$ cat src/rtl/core/ewm_pkg.sv
// ----------------------------------------------------------------------------
// ewm_pkg: shared types and constants
// Field widths, register codes and the control bundle for the average unit.
// ----------------------------------------------------------------------------
package ewm_pkg;

	localparam int SAMPLE_W   = 16;
	localparam int AVG_W      = 32;
	localparam int COUNT_W    = 32;
	localparam int ALPHA_W    = 17;
	localparam int AGE_W      = 6;
	localparam int CFG_IDX_W  = 1;
	localparam int CFG_DATA_W = 17;

	// x*65536 - avg needs one bit more than the average
	localparam int DIFF_W = AVG_W + 1;
	// 17-bit signed weight times the difference
	localparam int PROD_W = DIFF_W + ALPHA_W;

	localparam logic [AGE_W-1:0]   AGE_MAX         = '1;
	localparam logic [COUNT_W-1:0] COUNT_MAX       = '1;
	localparam logic [ALPHA_W-1:0] ALPHA_RESET     = 17'd65536;
	localparam logic [AGE_W-1:0]   AGE_LIMIT_RESET = 6'd8;

	// configuration register indexes
	localparam logic [CFG_IDX_W-1:0] CFG_ALPHA     = 1'd0;
	localparam logic [CFG_IDX_W-1:0] CFG_AGE_LIMIT = 1'd1;

	typedef logic signed [SAMPLE_W-1:0] sample_t;
	typedef logic signed [AVG_W-1:0]    avg_t;

	typedef struct packed {
		logic load;    // sample beat taken: form the weighted step
		logic update;  // fold the step into the average
		logic first;   // beat opens a new set
	} ewm_avg_ctl_t;

endpackage

$ cat src/rtl/core/ewm_avg.sv
// ----------------------------------------------------------------------------
// ewm_avg: exponential average unit
// Weighted step registered after the multiply, then added with saturation.
// ----------------------------------------------------------------------------
module ewm_avg import ewm_pkg::*; (
	input  logic               clk,
	input  logic               arst_n,
	input  ewm_avg_ctl_t       ctl,
	input  sample_t            x,
	input  logic [ALPHA_W-1:0] alpha,
	output avg_t               avg
);

	localparam int Q_W   = PROD_W - 16;
	localparam int SUM_W = Q_W + 1;

	avg_t                     avg_q;
	avg_t                     xs;
	avg_t                     xs_s1;
	logic                     first_s1;
	logic signed [DIFF_W-1:0] diff;
	logic signed [PROD_W-1:0] prod;
	logic signed [PROD_W-1:0] prod_s1;
	logic signed [Q_W-1:0]    step;
	logic signed [SUM_W-1:0]  sum;
	avg_t                     sum_sat;

	assign xs   = $signed({x, 16'h0000});
	assign diff = DIFF_W'(xs) - DIFF_W'(avg_q);

	// weight of 1.0 or more passes the difference through unscaled
	always_comb begin
		if (alpha[ALPHA_W-1]) begin
			prod = PROD_W'($signed({diff, 16'h0000}));
		end else begin
			prod = $signed({1'b0, alpha[ALPHA_W-2:0]}) * diff;
		end
	end

	// arithmetic shift gives the floor of the division by 65536
	assign step = prod_s1[PROD_W-1:16];
	assign sum  = SUM_W'(avg_q) + SUM_W'(step);

	always_comb begin
		if ((&sum[SUM_W-1:AVG_W-1]) || !(|sum[SUM_W-1:AVG_W-1])) begin
			sum_sat = sum[AVG_W-1:0];
		end else if (sum[SUM_W-1]) begin
			sum_sat = {1'b1, {(AVG_W-1){1'b0}}};
		end else begin
			sum_sat = {1'b0, {(AVG_W-1){1'b1}}};
		end
	end

	always_ff @(posedge clk) begin
		if (ctl.load) begin
			prod_s1  <= prod;
			xs_s1    <= xs;
			first_s1 <= ctl.first;
		end
	end

	always_ff @(posedge clk or negedge arst_n) begin
		if (!arst_n) begin
			avg_q <= '0;
		end else if (ctl.update) begin
			avg_q <= first_s1 ? xs_s1 : sum_sat;
		end
	end

	assign avg = avg_q;

endmodule

$ cat config.mk
export PLATFORM = sky130hd
export DESIGN_NAME = ewm_avg
export DESIGN_NICKNAME = d
export VERILOG_FILES = /design/src/rtl/core/ewm_pkg.sv /design/src/rtl/core/ewm_avg.sv
export SDC_FILE = /design/constraint.sdc
export NUM_CORES = 2
export LEC_CHECK = 0
export BUFFER_PORTS_ARGS = -buffer_cell sky130_fd_sc_hd__buf_2
export CORE_MARGIN = 4
export CORE_UTILIZATION = 55
export CTS_CLUSTER_SIZE = 12
export DETAILED_ROUTE_END_ITERATION = 7
export PLACE_DENSITY = 0.72
export SKIP_CTS_REPAIR_TIMING = 1
export SYNTH_ARGS = -nofsm -noshare
export SYNTH_HDL_FRONTEND = slang
export SYNTH_SLANG_ARGS = --single-unit
export TNS_END_PERCENT = 20
$ cat constraint.sdc
create_clock -name clk -period 20.9 [get_ports clk]
set_input_delay 5.225 -clock clk [delete_from_list [all_inputs] [get_ports clk]]
set_output_delay 5.225 -clock clk [all_outputs]
set_load 0.1 [all_outputs]
==> run summary <==
The number of hold-slack violations in the final timing report was 0. The count of mapped cells out of synthesis is 2760. The flip-flop and latch count after synthesis is 83. In the finished design, the share of the clock period the worst path needs comes to 0.6747. The arrival time reported for the critical path endpoint is 14190 ps. The net count after synthesis came out at 3462.

The worst reg2reg path depth is 32. The warning count from the yosys run came out at 0. The synthesized area is 24410 um^2.

Yosys attributes the largest share of cell area to sky130_fd_sc_hd__fa_1, sky130_fd_sc_hd__inv_1, sky130_fd_sc_hd__ha_1, sky130_fd_sc_hd__nand2_1, sky130_fd_sc_hd__edfxtp_1. The maximum number of pins on one net before global-route repair came out at 71. The post-route antenna net violation count came out at 0. The critical path's slowest cell is sky130_fd_sc_hd__xnor2_1. The min-delay analysis places its worst path in the category reg -> reg. The mean area per synthesized cell came out at 8.845 um^2. Of the total synthesized cell area, the portion taken by XOR and XNOR cells is 0.03772.

Data on the critical path is required at its endpoint by 20990 ps. The global-route wire length before repair came out at 105900 um. STA classifies the critical path endpoint as a register. The register area share after synthesis came out at 0.09554. The placeable core region came out at 43460 um^2.

The startpoint type of the worst setup path is a primary input. 70 I/O pins were placed. The layout-stage area growth over the synthesis result is 4.997%. The final critical delay including setup and external delays is 14100 ps. The count of final max-slew check failures was 0. In the final routed layout, each cell accounts on average for 19.25 um. The congestion estimate from routability-driven global placement came to 0.9216.

The area enclosed by the die boundary is 47820 um^2. The multiplexer fraction of the synthesized cell area came out at 0.002204. The number of different library cells in the post-synthesis netlist is 83. The run finished with clean final reports. The maximum level of the CTS H-tree is 3. The final routed wirelength across all metal layers came out at 64420 um. The post-layout utilization of the core came out at 0.5898.

The maximum single-stage delay on the critical path is 700 ps. The number of global-route vias before repair was 20250. The total clock sinks is 83. The remaining design rule violation count is 0. The clock latency of the later-clocked register in the worst-skew pair came out at 340 ps. The die width came out at 218.7 um. The number of enable-type register cells in the synthesized netlist came out at 51. Of the total synthesized cell area, the portion taken by full adders, half adders and majority gates is 0.4949. The compound-cell area share of the yosys netlist is 0.09994. The fraction of final layout cells sized beyond drive strength 1 came out at 0.05252. The tool flagged a number of max-cap violations equal to 0.

The half-perimeter wire length after placement is 48630 um. The number of buffers created by CTS is 9. The worst hold path was traced through 4 stages. Buffers placed on the I/O ports in this run total 69.

The number of DRC violations after detailed-routing iteration 0 came out at 1677. The final-stage net count is 3458. After clock tree synthesis, the clock-pin slew on the worst setup and hold paths is 70 ps. The clock arrives with 10.03 ps of skew. The remaining max-slew budget at the tightest pin is 0.08719. TritonCTS built the clock tree. The total routing resource utilization after global routing is 0.2778. The classification of the worst setup path is in -> reg. The diode insertion count for antenna repair is 0. The total negative slack is 0 ps. Along the worst path, the maximum fanout reaches 22.

The die height came out at 218.7 um. The total congestion overflow after global routing is 0. The initialized floorplan defines 76 standard-cell rows. The synthesized-area fraction occupied by and/or/nand/nor cells came out at 0.1527. The final setup violation count is 0. In this run the clock root is driven by a sky130_fd_sc_hd__clkbuf_16. For this run, the detailed router's first-pass iteration total came to 5. The commonest non-fill, non-tap cell in the layout is sky130_fd_sc_hd__inv_1.

The library cells used most frequently in the layout, excluding fill and tap cells, are sky130_fd_sc_hd__inv_1, sky130_fd_sc_hd__fa_1, sky130_fd_sc_hd__nand2_1. The initial antenna violation count is 0. Of all cell types, the one taking the most synthesized area is sky130_fd_sc_hd__fa_1.

At the pin with the least slew margin, the transition time is 1364 ps. Setup repair after global routing left no endpoint under its margin. In this design, the critical path's most frequently occurring cell is sky130_fd_sc_hd__a21o_1. Among all flip-flop cells after synthesis, the most frequent one is sky130_fd_sc_hd__edfxtp_1. The effective utilization at floorplan came out at 0.5618. The highest clock frequency the design can meet came out at 0.07092 GHz.

Using the TritonRoute via totals, the vias-per-cell ratio works out to 5.666. The maximum number of buffers from clock root to sink came out at 2. After synthesis, the largest family of logic cells by area is adder cells. The share of synthesized area in the top cell type comes to 0.4067.

The total via count in the routed design came out at 18960. The share of flip-flops with an asynchronous set or reset came out at 0.3855.
[logic make-up after synthesis]
kind of cell               Yosys count
AOI/OAI and AO/OA                  368
xor gates and xnor gates           103
adders and majority gates          669
buffers and inverters              754
DFF                                 83
muxes                                5
and+or+nand+nor                    778
[state kept, by name, indices dropped and copies added, names as in the netlist]
name	count
first_s1	1
prod_s1	34
avg	32
xs_s1	16
[path summary, 6_finish.rpt]
check | slack [ps] | to | startpoint
setup / recovery | 6800 | prod_s1[49] | x[1]
hold reg to reg | 590 | avg[31] | xs_s1[31]
max in group asynchronous | 15430 | avg[5] | arst_n
hold / removal | 590 | avg[31] | xs_s1[31]
min in group asynchronous | 4950 | avg[29] | arst_n
setup reg to reg | 11210 | prod_s1[49] | avg[1]
[synthesized netlist by cell type (15+ instances only)]
cell	count
sky130_fd_sc_hd__a21o_1	52
sky130_fd_sc_hd__a21oi_1	113
sky130_fd_sc_hd__a22oi_1	18
sky130_fd_sc_hd__and2_1	200
sky130_fd_sc_hd__and3_1	17
sky130_fd_sc_hd__clkbuf_1	106
sky130_fd_sc_hd__dfrtp_1	32
sky130_fd_sc_hd__edfxtp_1	51
sky130_fd_sc_hd__fa_1	496
sky130_fd_sc_hd__ha_1	168
sky130_fd_sc_hd__inv_1	637
sky130_fd_sc_hd__nand2_1	420
sky130_fd_sc_hd__nand3_1	16
sky130_fd_sc_hd__nor2_1	47
sky130_fd_sc_hd__nor3_1	15
sky130_fd_sc_hd__o21ai_0	75
sky130_fd_sc_hd__xnor2_1	60
sky130_fd_sc_hd__xor2_1	42
[routing by layer]
layer	GRT usage	share of wire
met1	0.3972	0.42
met2	0.4452	0.46
met3	0.05228	0.096
met4	0.06404	0.024
met5	0	0
[cell type report]
cell class	count	area, um^2
Clock inverter	5	78.83
Inverter	638	2395
Multi-Input combinational cell	1923	19230
Clock buffer	11	275.3
Timing Repair Buffer	101	585.6
Sequential cell	83	2332
Tap cell	585	732.0
Fill cell	3828	17820
[critical path: cells and delay by family]
family	cells	cell delay, ps
fa+ha+maj	7	3440
buf+inv	3	200
simple gates	4	790
xor+xnor	2	910
compound gates	16	3590
[through the flow]
step / area (um^2) / setup WS, ps / hold WS (ps) / instances
after floorplan: 24410 / 7341 / 531.2 / 2760
after global placement: 25280 / 6740 / 587.3 / 3330
after detailed placement: 25280 / 6479 / 583.5 / 3330
after CTS: 25630 / 6820 / 596.6 / 3346
after global routing: 25630 / 6276 / 674.9 / 3346
final: 25630 / 6799 / 592.8 / 3346
Power is left out: the tool's default activity adds up to more than one toggle a clock period on the data nets, which glitch-free logic cannot reach.
