File: config.mk
export PLATFORM = sky130hd
export DESIGN_NAME = ewm_cell
export DESIGN_NICKNAME = d
export VERILOG_FILES = /design/src/rtl/core/ewm_pkg.sv /design/src/rtl/core/ewm_cell.sv
export SDC_FILE = /design/constraint.sdc
export NUM_CORES = 1
export LEC_CHECK = 0
export BUFFER_PORTS_ARGS = -buffer_cell sky130_fd_sc_hd__buf_2
export CORE_AREA = 2 2 39 41
export CTS_CLUSTER_DIAMETER = 60
export DETAILED_ROUTE_END_ITERATION = 8
export DIE_AREA = 0 0 41 43
export GPL_TIMING_DRIVEN = 0
export HOLD_SLACK_MARGIN = 0.05
export PLACE_DENSITY = 0.72
export SYNTH_ARGS = -nofsm -noshare
export SYNTH_HDL_FRONTEND = slang
export SYNTH_SLANG_ARGS = --single-unit
export TNS_END_PERCENT = 100
File: constraint.sdc
create_clock -name clk -period 0.8 [get_ports clk]
set_input_delay 0.08 -clock clk [delete_from_list [all_inputs] [get_ports clk]]
set_output_delay 0.08 -clock clk [all_outputs]
set_load 0.03 [all_outputs]
File: src/rtl/core/ewm_pkg.sv
// ----------------------------------------------------------------------------
// ewm_pkg: shared types and constants
// Field widths, register codes and the control bundle for the average unit.
// ----------------------------------------------------------------------------
package ewm_pkg;

	localparam int SAMPLE_W   = 16;
	localparam int AVG_W      = 32;
	localparam int COUNT_W    = 32;
	localparam int ALPHA_W    = 17;
	localparam int AGE_W      = 6;
	localparam int CFG_IDX_W  = 1;
	localparam int CFG_DATA_W = 17;

	// x*65536 - avg needs one bit more than the average
	localparam int DIFF_W = AVG_W + 1;
	// 17-bit signed weight times the difference
	localparam int PROD_W = DIFF_W + ALPHA_W;

	localparam logic [AGE_W-1:0]   AGE_MAX         = '1;
	localparam logic [COUNT_W-1:0] COUNT_MAX       = '1;
	localparam logic [ALPHA_W-1:0] ALPHA_RESET     = 17'd65536;
	localparam logic [AGE_W-1:0]   AGE_LIMIT_RESET = 6'd8;

	// configuration register indexes
	localparam logic [CFG_IDX_W-1:0] CFG_ALPHA     = 1'd0;
	localparam logic [CFG_IDX_W-1:0] CFG_AGE_LIMIT = 1'd1;

	typedef logic signed [SAMPLE_W-1:0] sample_t;
	typedef logic signed [AVG_W-1:0]    avg_t;

	typedef struct packed {
		logic load;    // sample beat taken: form the weighted step
		logic update;  // fold the step into the average
		logic first;   // beat opens a new set
	} ewm_avg_ctl_t;

endpackage

File: src/rtl/core/ewm_cell.sv
// ----------------------------------------------------------------------------
// ewm_cell: one history cell
// Holds one sample and takes its neighbor's value on every shift.
// ----------------------------------------------------------------------------
module ewm_cell import ewm_pkg::*; (
	input  logic    clk,
	input  logic    shift,
	input  sample_t din,
	output sample_t dout
);

	sample_t sample_q;

	always_ff @(posedge clk) begin
		if (shift) begin
			sample_q <= din;
		end
	end

	assign dout = sample_q;

endmodule

==> results of run 1 <==
Yosys cell counts:
| master | instances | area (µm²) |
|---|---|---|
| edfxtp_1 | 16 | 480.5 |
timing repair:
| action | in CTS | in global routing |
|---|---|---|
| hold endpoints to repair | 16 | 0 |
| endpoints found under the setup margin | 16 | 16 |
| hold buffers | 16 | 0 |
| gates resized for setup | 32 | 0 |
routing by layer:
| layer | GRT usage | routed length, µm | vias up | part of all wire |
|---|---|---|---|---|
| li1 | - | - | 170 | - |
| met1 | 0.1454 | 353 | 139 | 0.35 |
| met2 | 0.2156 | 545 | 21 | 0.55 |
| met3 | 0.03665 | 98 | 0 | 0.098 |
| met4 | 0.06000 | 0 | 0 | 0 |
| met5 | 0 | 0 | - | 0 |
kinds of logic after synthesis:
logic type	Yosys count	share of synthesized area
flops	16	1.000
through the flow:
step / std cells / util / hold WS, ns
2_1_floorplan: 16 / - / 0.1789
3_3_place_gp: 65 / 0.4810 / 0.2569
3_5_place_dp: 65 / 0.4810 / 0.2587
4_1_cts: 85 / 0.6881 / 0.2281
5_1_grt: 85 / 0.6881 / 0.2342
6_report: 85 / 0.6881 / 0.2241
final timing paths:
| path | cells past startpoint | startpoint | end | slack (ns) |
|---|---|---|---|---|
| worst max-delay path | 1 | dout[3] | dout[3] | -0.12 |
| worst min-delay path | 1 | shift | dout[15] | 0.22 |
placed cells by master (no fill, tap or decap), drive strengths merged:
| cell | synthesis | layout |
|---|---|---|
| clkbuf | 0 | 3 |
| dlygate4sd3 | 0 | 16 |
| clkinv | 0 | 1 |
| edfxtp | 16 | 16 |
| buf | 0 | 33 |
area by class of cell:
| type | instances | area, µm² |
|---|---|---|
| Clock inverter | 1 | 3.754 |
| Timing Repair Buffer | 49 | 425.4 |
| Fill cell | 93 | 431.7 |
| Tap cell | 16 | 20.02 |
| Sequential cell | 16 | 480.5 |
| Clock buffer | 3 | 22.52 |
where the power goes:
group / switching (µW) / internal, µW
registers: 28.7 / 997
clock network: 223 / 180
logic: 186 / 195
total: 438 / 1370
==> metrics.md, run 1 <==
| Metric | Value |
|---|---|
| Outcome | complete, but fails checks |
| Failing checks | negative setup slack |
| Routability congestion estimate from global placement | 0.6078 |
| VDD IR max | 1.245 mV |
| Fin. max-slew vios | 0 |
| Netlist cell types | 1 |
| Initial antenna violation count | 0 |
| Multi-input logic area | 0 µm² |
| Syn. warnings | 0 |
| CTS Buf Count | 3 |
| Startpoint types | flip-flop |
| Pwr Total | 1809 µW |
| Die height | 43 µm |
| Worst-Margin Slew | ~0.34 ns |
| Crit Path Class | reg2out |
| Area growth, synth to finish | 98.18% |
| Worst Hold Class | in2reg |
| Period utilisation layout | 1.148 |
| Root Driver | clkbuf_4 |
| Largest net degree at the start of global routing | 17 |
| WL final | approximately 1000 µm |
| CTS tree | built |
| Port-buffer cells | 33 |
| Postcts setup bufs | 0 |
| CP max-delay cell | edfxtp_1 |
| Vias in the first global route | about 350 |
| DP Area | 665.6 µm² |
| Multi-input gate count | 0 |
| Clock Path Buffers | 2 |
| Max FFs per register | 16 |
| Sequential-to-total area share from yosys stat | 1.000 |
| Sum Neg Setup Slack | -1.455 ns |
| Unrepaired setup endpoints after global routing | true |
| Synthesized net count | 34 |
| Final #Nets | a little under 90 |
| Achievable frequency | 1.089 GHz |
| Die Footprint | 1763 µm² |
| Worst path top cell family by delay | flip-flops |
| First-pass GRT wire length | 1476 µm |
| Max Cap Viol | 0 |
| Boundary Pins | 34 |
| Rows | 14 |
| Max-slew headroom at the worst pin | 0.7721 |
| Wire per inst | 11.73 µm |
| Pwr dens | around 1900 nW/µm² |
| First-pass DRT Iterations | 4 |
| Fin. Hold Viols | 0 |
| Final WS setup | -0.1186 ns |
| Vias | between 300 and 400 |
| Synth Register Bits | 16 |
| CP Max Fanout | 1 |
| Pre-CTS WS | around 0.06 ns |
| Layout cells sized above 1 | 0.5217 |
| Final setup fails | 16 |
| Cell count after synthesis | 16 |
| # DRC | 0 |
| Vias per Instance | 3.882 |
| Largest stage delay, worst path | 0.41 ns |
| Core footprint | between 1000 and 1500 µm² |
| Fin crit period | 0.9186 ns |
| Worst-path cell chain | buf_6 |
| Mean Syn Cell Area | between 30 and 40 µm² |
| Finished Cell Area | 952.2 µm² |
| Starting Density | 0.3472 |
| Clock sinks | 16 |
| Clock transition at path regs | 0.09 ns |
| Crit end category | primary output |
| Cell area after synthesis | 480.5 µm² |
| Die width | 41 µm |
| CTS H-tree lvls | 1 |
| Pleak | about 0.0004 µW |
| 1st-iter DRT viols | 5 |
| Total overflow reported by the global router | 0 |
| Crit path buffers/inverters | 1 |
| WP data required | between 0.7 and 0.8 ns |
| Ant. Diodes | 0 |
| CP arrival | roughly 0.84 ns |
| Tot GR Track Use | 0.1303 |
| Post-DRT Antenna Nets | 0 |
Note: power is estimated with default switching activity, not from simulation.
==> run 2, diff against run 1 <==
--- a/config.mk
+++ b/config.mk
@@ -12,7 +12,7 @@
 export DIE_AREA = 0 0 41 43
 export GPL_TIMING_DRIVEN = 0
 export HOLD_SLACK_MARGIN = 0.05
-export PLACE_DENSITY = 0.72
+export PLACE_DENSITY_LB_ADDON = 0.15
 export SYNTH_ARGS = -nofsm -noshare
 export SYNTH_HDL_FRONTEND = slang
 export SYNTH_SLANG_ARGS = --single-unit
==> metrics.md, run 2 (synthesis results as in run 1) <==
| Metric | Value |
|---|---|
| Vias | 341 (+3.3%) |
| Ant. Diodes | 0 (unchanged) |
| Die width | 41 µm (unchanged) |
| Total overflow reported by the global router | 0 (unchanged) |
| Unrepaired setup endpoints after global routing | true |
| Commonest non-fill, non-tap cell in the layout | buf_2 |
| CP arrival | 0.83 ns (about the same) |
| Clock sinks | 16 (unchanged) |
| Die Footprint | 1763 µm² (unchanged) |
| Outcome | complete, but fails checks |
| First-pass DRT Iterations | 1 (-3) |
| Core footprint | 1384 µm² (unchanged) |
| Wire per inst | 10.71 µm (-8.7%) |
| First-pass GRT wire length | 1373 µm (-7.0%) |
| Period utilisation layout | 1.135 (-0.01364) |
| Final #Nets | 88 (unchanged) |
| Crit Path Class | reg2out |
| Pleak | 0.0004009 µW (-0.39%) |
| CTS Buf Count | 3 (unchanged) |
| Tot GR Track Use | 0.1185 (-0.01180) |
| Multi-input gate count | 0 (unchanged) |
| Failing checks | negative setup slack |
| Achievable frequency | 1.102 GHz (+1.2%) |
| Root Driver | clkbuf_4 |
| Worst-path cell chain | buf_6 |
| Fin. max-slew vios | 0 (unchanged) |
| Initial antenna violation count | 0 (unchanged) |
| Max FFs per register | 16 (unchanged) |
| Clock transition at path regs | 0.08 ns (about the same) |
| Hold Crit Endpoint | dout[0] |
| Area growth, synth to finish | 97.40% |
| Pwr dens | 1872 nW/µm² (-1.5%) |
| Worst-Margin Slew | 0.3318 ns (-0.009955 ns) |
| Most frequent cells in the layout | 17 x buf_2, 16 x edfxtp_1, 16 x dlygate4sd3_1, 16 x buf_6, 3 x clkbuf_4 |
| Worst Hold Class | in2reg |
| Worst path top cell family by delay | flip-flops |
| Final cell count without fillers | 84 (-1.2%) |
| Final setup fails | 16 (unchanged) |
| Crit path buffers/inverters | 1 (unchanged) |
| Die height | 43 µm (unchanged) |
| Starting Density | 0.3472 (unchanged) |
| Crit end category | primary output |
| # DRC | 0 (unchanged) |
| Layout cells sized above 1 | 0.5294 (+0.007673) |
| CP Max Fanout | 1 (unchanged) |
| Hold path cells | 1 (unchanged) |
| CP max-delay cell | edfxtp_1 |
| Routability congestion estimate from global placement | 0.5712 (-6.0%) |
| Pwr Total | 1775 µW (-1.9%) |
| Placed Cells | 65 (unchanged) |
| Fin. Hold Viols | 0 (unchanged) |
| Max-slew headroom at the worst pin | 0.7788 (+0.006637) |
| Largest stage delay, worst path | 0.41 ns (about the same) |
| Vias in the first global route | 355 (+0.85%) |
| WP data required | 0.72 ns (about the same) |
| Multi-input logic area | 0 µm² (unchanged) |
| CTS tree | built |
| Port-buffer cells | 33 (unchanged) |
| Startpoint types | flip-flop |
| VDD IR max | 1.158 mV (-7.0%) |
| Final WS setup | -0.1077 ns (+0.01091 ns) |
| Rows | 14 (unchanged) |
| Max Cap Viol | 0 (unchanged) |
| Fin crit period | 0.9077 ns (-0.01091 ns) |
| Boundary Pins | 34 (unchanged) |
| Vias per Instance | 4.060 (+4.6%) |
| Largest net degree at the start of global routing | 17 (unchanged) |
| 1st-iter DRT viols | 0 (-5) |
| CTS H-tree lvls | 1 (unchanged) |
| Post-DRT Antenna Nets | 0 (unchanged) |
| Clock Path Buffers | 2 (unchanged) |
| Hold Crit Start | shift |
| WL final | 900 µm (-9.7%) |
==> run 2: final cells by class <==
class / count / area, µm²
well taps: 16 / 20.02
repair buffers: 49 / 425.4
clock buffers: 3 / 22.52
fillers: 100 / 435.4
flip-flops and latches: 16 / 480.5
==> run 2: how the worst max path moves through the flow <==
stage	startpoint	to	slack (ns)	depth (start not counted)
finish	dout[8]	dout[8]	-0.11	1
global route	dout[8]	dout[8]	-0.14	1
CTS	dout[6]	dout[6]	-0.12	1
detailed placement	shift	dout[7]	0.06	1
global placement	shift	dout[2]	0.09	1
floorplan	dout[0]	dout[0]	0.22	0
==> run 2: through the flow <==
stage	hold WS [ns]	TNS [ns]	setup slack [ns]	util	area (µm²)
floorplan	0.1789	0	0.2244	-	480.5
global placement	0.2565	0	0.08682	0.4810	665.6
CTS	0.2367	-1.500	-0.1203	0.6854	948.4
global route	0.2403	-1.846	-0.1401	0.6854	948.4
detailed placement	0.2581	0	0.05886	0.4810	665.6
finish	0.2312	-1.297	-0.1077	0.6854	948.4
==> run 2: report_power, final <==
part	leakage [µW]	switching (µW)	internal, µW
combinational	0.000231	185	195
sequential	0.000157	29.4	997
clock	0.0000138	195	174
total	0.000401	410	1360
==> run 2: per-layer routing <==
| layer | vias up | GRT usage | part of all wire |
|---|---|---|---|
| li1 | 169 | - | - |
| met1 | 156 | 0.1119 | 0.35 |
| met2 | 16 | 0.2156 | 0.57 |
| met3 | 0 | 0.04188 | 0.077 |
| met4 | 0 | 0.04000 | 0 |
| met5 | - | 0 | 0 |
==> run 2: repair_timing <==
item	in CTS	in global routing
hold endpoints to repair	16	0
resized for setup	32	0
setup endpoints to repair	16	16
setup buffers	0	0
hold buffers	16	0
==> run 3, diff against run 2 <==
--- a/config.mk
+++ b/config.mk
@@ -6,10 +6,10 @@
 export NUM_CORES = 1
 export LEC_CHECK = 0
 export BUFFER_PORTS_ARGS = -buffer_cell sky130_fd_sc_hd__buf_2
-export CORE_AREA = 2 2 39 41
+export CORE_MARGIN = 1
+export CORE_UTILIZATION = 37
 export CTS_CLUSTER_DIAMETER = 60
 export DETAILED_ROUTE_END_ITERATION = 8
-export DIE_AREA = 0 0 41 43
 export GPL_TIMING_DRIVEN = 0
 export HOLD_SLACK_MARGIN = 0.05
 export PLACE_DENSITY_LB_ADDON = 0.15
==> constraint.sdc (replaced) <==
create_clock -name clk -period 0.9 [get_ports clk]
set_input_delay 0.09 -clock clk [delete_from_list [all_inputs] [get_ports clk]]
set_output_delay 0.09 -clock clk [all_outputs]
set_load 0.03 [all_outputs]
==> metrics.md, run 3 (synthesis results as in run 1) <==
| Metric | Value |
|---|---|
| Sequential share of power | 0.572 (-0.006) |
| Port-buffer cells | 33 (unchanged) |
| Core footprint | 1156 µm² (-16%) |
| VDD IR max | 1.038 mV (-10%) |
| Wire per inst | 11.74 µm (+9.6%) |
| Boundary Pins | 34 (unchanged) |
| Unrepaired setup endpoints after global routing | true |
| Layout cells sized above 1 | 0.5294 (unchanged) |
| Finished Cell Area | 945.9 µm² (-0.26%) |
| Worst path top cell family by delay | flip-flops |
| Sequential cell area | 480.5 µm² (unchanged) |
| Startpoint types | flip-flop |
| Fillcell total | 66 (-34%) |
| Worst Hold Class | in2reg |
| Combinational share of power | 0.213 (about the same) |
| Routability congestion estimate from global placement | 0.5635 (-1.3%) |
| Largest stage delay, worst path | 0.40 ns (about the same) |
| CP Max Fanout | 1 (unchanged) |
| Outcome | complete, but fails checks |
| Period utilisation layout | 1.009 |
| CP arrival | 0.82 ns (about the same) |
| Starting Density | 0.4156 (+0.06839) |
| M3 GR Usage | 0.04651 (+0.004627) |
| First-pass GRT wire length | 1290 µm (-6.0%) |
| Final WS setup | -0.007835 ns (+0.09990 ns) |
| CP max-delay cell | edfxtp_1 |
| First-pass DRT Iterations | 2 (+1) |
| CTS tree | built |
| Largest net degree at the start of global routing | 17 (unchanged) |
| Die height | 38.04 µm (-12%) |
| Int Pwr | 1213 µW (-11%) |
| 1st-iter DRT viols | 6 (+6) |
| Vias in the first global route | 332 (-6.5%) |
| Tot GR Track Use | 0.1405 (+0.02200) |
| Clock sinks | 16 (unchanged) |
| Hold Crit Endpoint | dout[12] |
| Total overflow reported by the global router | 0 (unchanged) |
| CTS Buf Count | 3 (unchanged) |
| Psw | 379.1 µW (-7.6%) |
| Crit end category | primary output |
| Final #Nets | 88 (unchanged) |
| Vias per Instance | 4.171 (+2.7%) |
| Fin. max-slew vios | 0 (unchanged) |
| WP data required | 0.81 ns (+0.09 ns) |
| Post-DRT Antenna Nets | 0 (unchanged) |
| Hold path cells | 1 (unchanged) |
| Clock Path Buffers | 2 (unchanged) |
| Rows | 12 (-2) |
| Achievable frequency | around 1.1 GHz |
| Final setup fails | 6 (-10) |
| Commonest non-fill, non-tap cell in the layout | buf_2 |
| Max FFs per register | 16 (unchanged) |
| Hold Crit Start | shift |
| Root Driver | clkbuf_4 |
| Postcts setup bufs | 0 (unchanged) |
| Die width | 38.04 µm (-7.2%) |
| Crit path buffers/inverters | 1 (unchanged) |
| Crit Path Class | reg2out |
| Pwr dens | 1684 nW/µm² (-10%) |
| Pleak | 0.0004009 µW (unchanged) |
| Max-slew headroom at the worst pin | 0.7695 (-0.009230) |
| GRT met2 Usage | 0.2669 (+0.05132) |
| Grt peak-use layer | met2 |
| Die Footprint | 1447 µm² (-18%) |
| Final core utilization | 0.8182 (+0.1328) |
| # DRC | 0 (unchanged) |
| Multi-input gate count | 0 (unchanged) |
| Area growth, synth to finish | 96.87% |
| Max Cap Viol | 0 (unchanged) |
| DP Area | 663.1 µm² (-0.38%) |
| WL final | 963 µm (+7.0%) |
| Sum Neg Setup Slack | -0.02099 ns (+1.276 ns) |
| Worst-path cell chain | buf_6 |
| Fin. Hold Viols | 0 (unchanged) |
| GRT met1 Usage | 0.1240 (+0.01209) |
| Clock transition at path regs | 0.08 ns (about the same) |
| Most frequent cells in the layout | 17 x buf_2, 16 x edfxtp_1, 16 x dlygate4sd3_1, 16 x buf_6, 3 x clkbuf_4 |
| Ant. Diodes | 0 (unchanged) |
| CTS H-tree lvls | 1 (unchanged) |
| Initial antenna violation count | 0 (unchanged) |
| Clock power share | 0.215 (+0.007) |
| Worst-Margin Slew | 0.3457 ns (+0.01384 ns) |
| Fin crit period | roughly 0.91 ns |
| Pre-CTS WS | 0.1608 ns (+0.1020 ns) |
| Failing checks | negative setup slack |
| Sw Share | 0.2380 (+0.006920) |
| Multi-input logic area | 0 µm² (unchanged) |
| Vias | 342 (+0.29%) |
==> run 3: cell counts in the layout (fill, tap and decap cells not counted) <==
Identical to the previous run, type by type.
==> run 3: worst max path at each step <==
stage                     slack, ns  startpoint  endpoint  cells past startpoint
after detailed placement       0.16       shift  dout[10]                      1
after CTS                     -0.01     dout[1]   dout[1]                      1
after global placement         0.18       shift   dout[4]                      1
after floorplan                0.31     dout[0]   dout[0]                      0
after global routing          -0.06     dout[2]   dout[2]                      1
final                        -0.008     dout[2]   dout[2]                      1
==> run 3: what timing repair did <==
item / in CTS / in global routing
pin swaps: 0 / 0
gates resized for setup: 20 / 18
cloned: 0 / 0
endpoints found under the setup margin: 10 / 16
hold endpoints to repair: 16 / 0
hold buffers: 16 / 0
==> run 3: metrics by stage <==
step / power (µW) / hold slack (ns) / cells
2_1_floorplan: 1039 / 0.1889 / 16
3_3_place_gp: 1128 / 0.2664 / 63
3_5_place_dp: 1133 / 0.2681 / 63
4_1_cts: 1566 / 0.2419 / 82
5_1_grt: 1661 / 0.2299 / 82
6_report: 1593 / 0.2436 / 82
==> run 3: layout make-up <==
cell class | instances | area share
flip-flops and latches | 16 | 0.5079
repair buffers | 49 | 0.4497
clock buffers | 3 | 0.02381
well taps | 14 | 0.01852
==> run 3: power by group through the flow <==
stage	Combinational (µW)	Clock [µW]	Sequential, µW
2_1_floorplan	0	0	1040
3_3_place_gp	217	0	911
3_5_place_dp	220	0	913
4_1_cts	314	347	905
5_1_grt	356	387	918
6_report	340	342	911
==> run 3: per-layer routing <==
layer / up-vias / wire, µm
met5: - / 0
li1: 170 / -
met3: 2 / 58
met2: 18 / 549
met1: 152 / 347
met4: 0 / 7
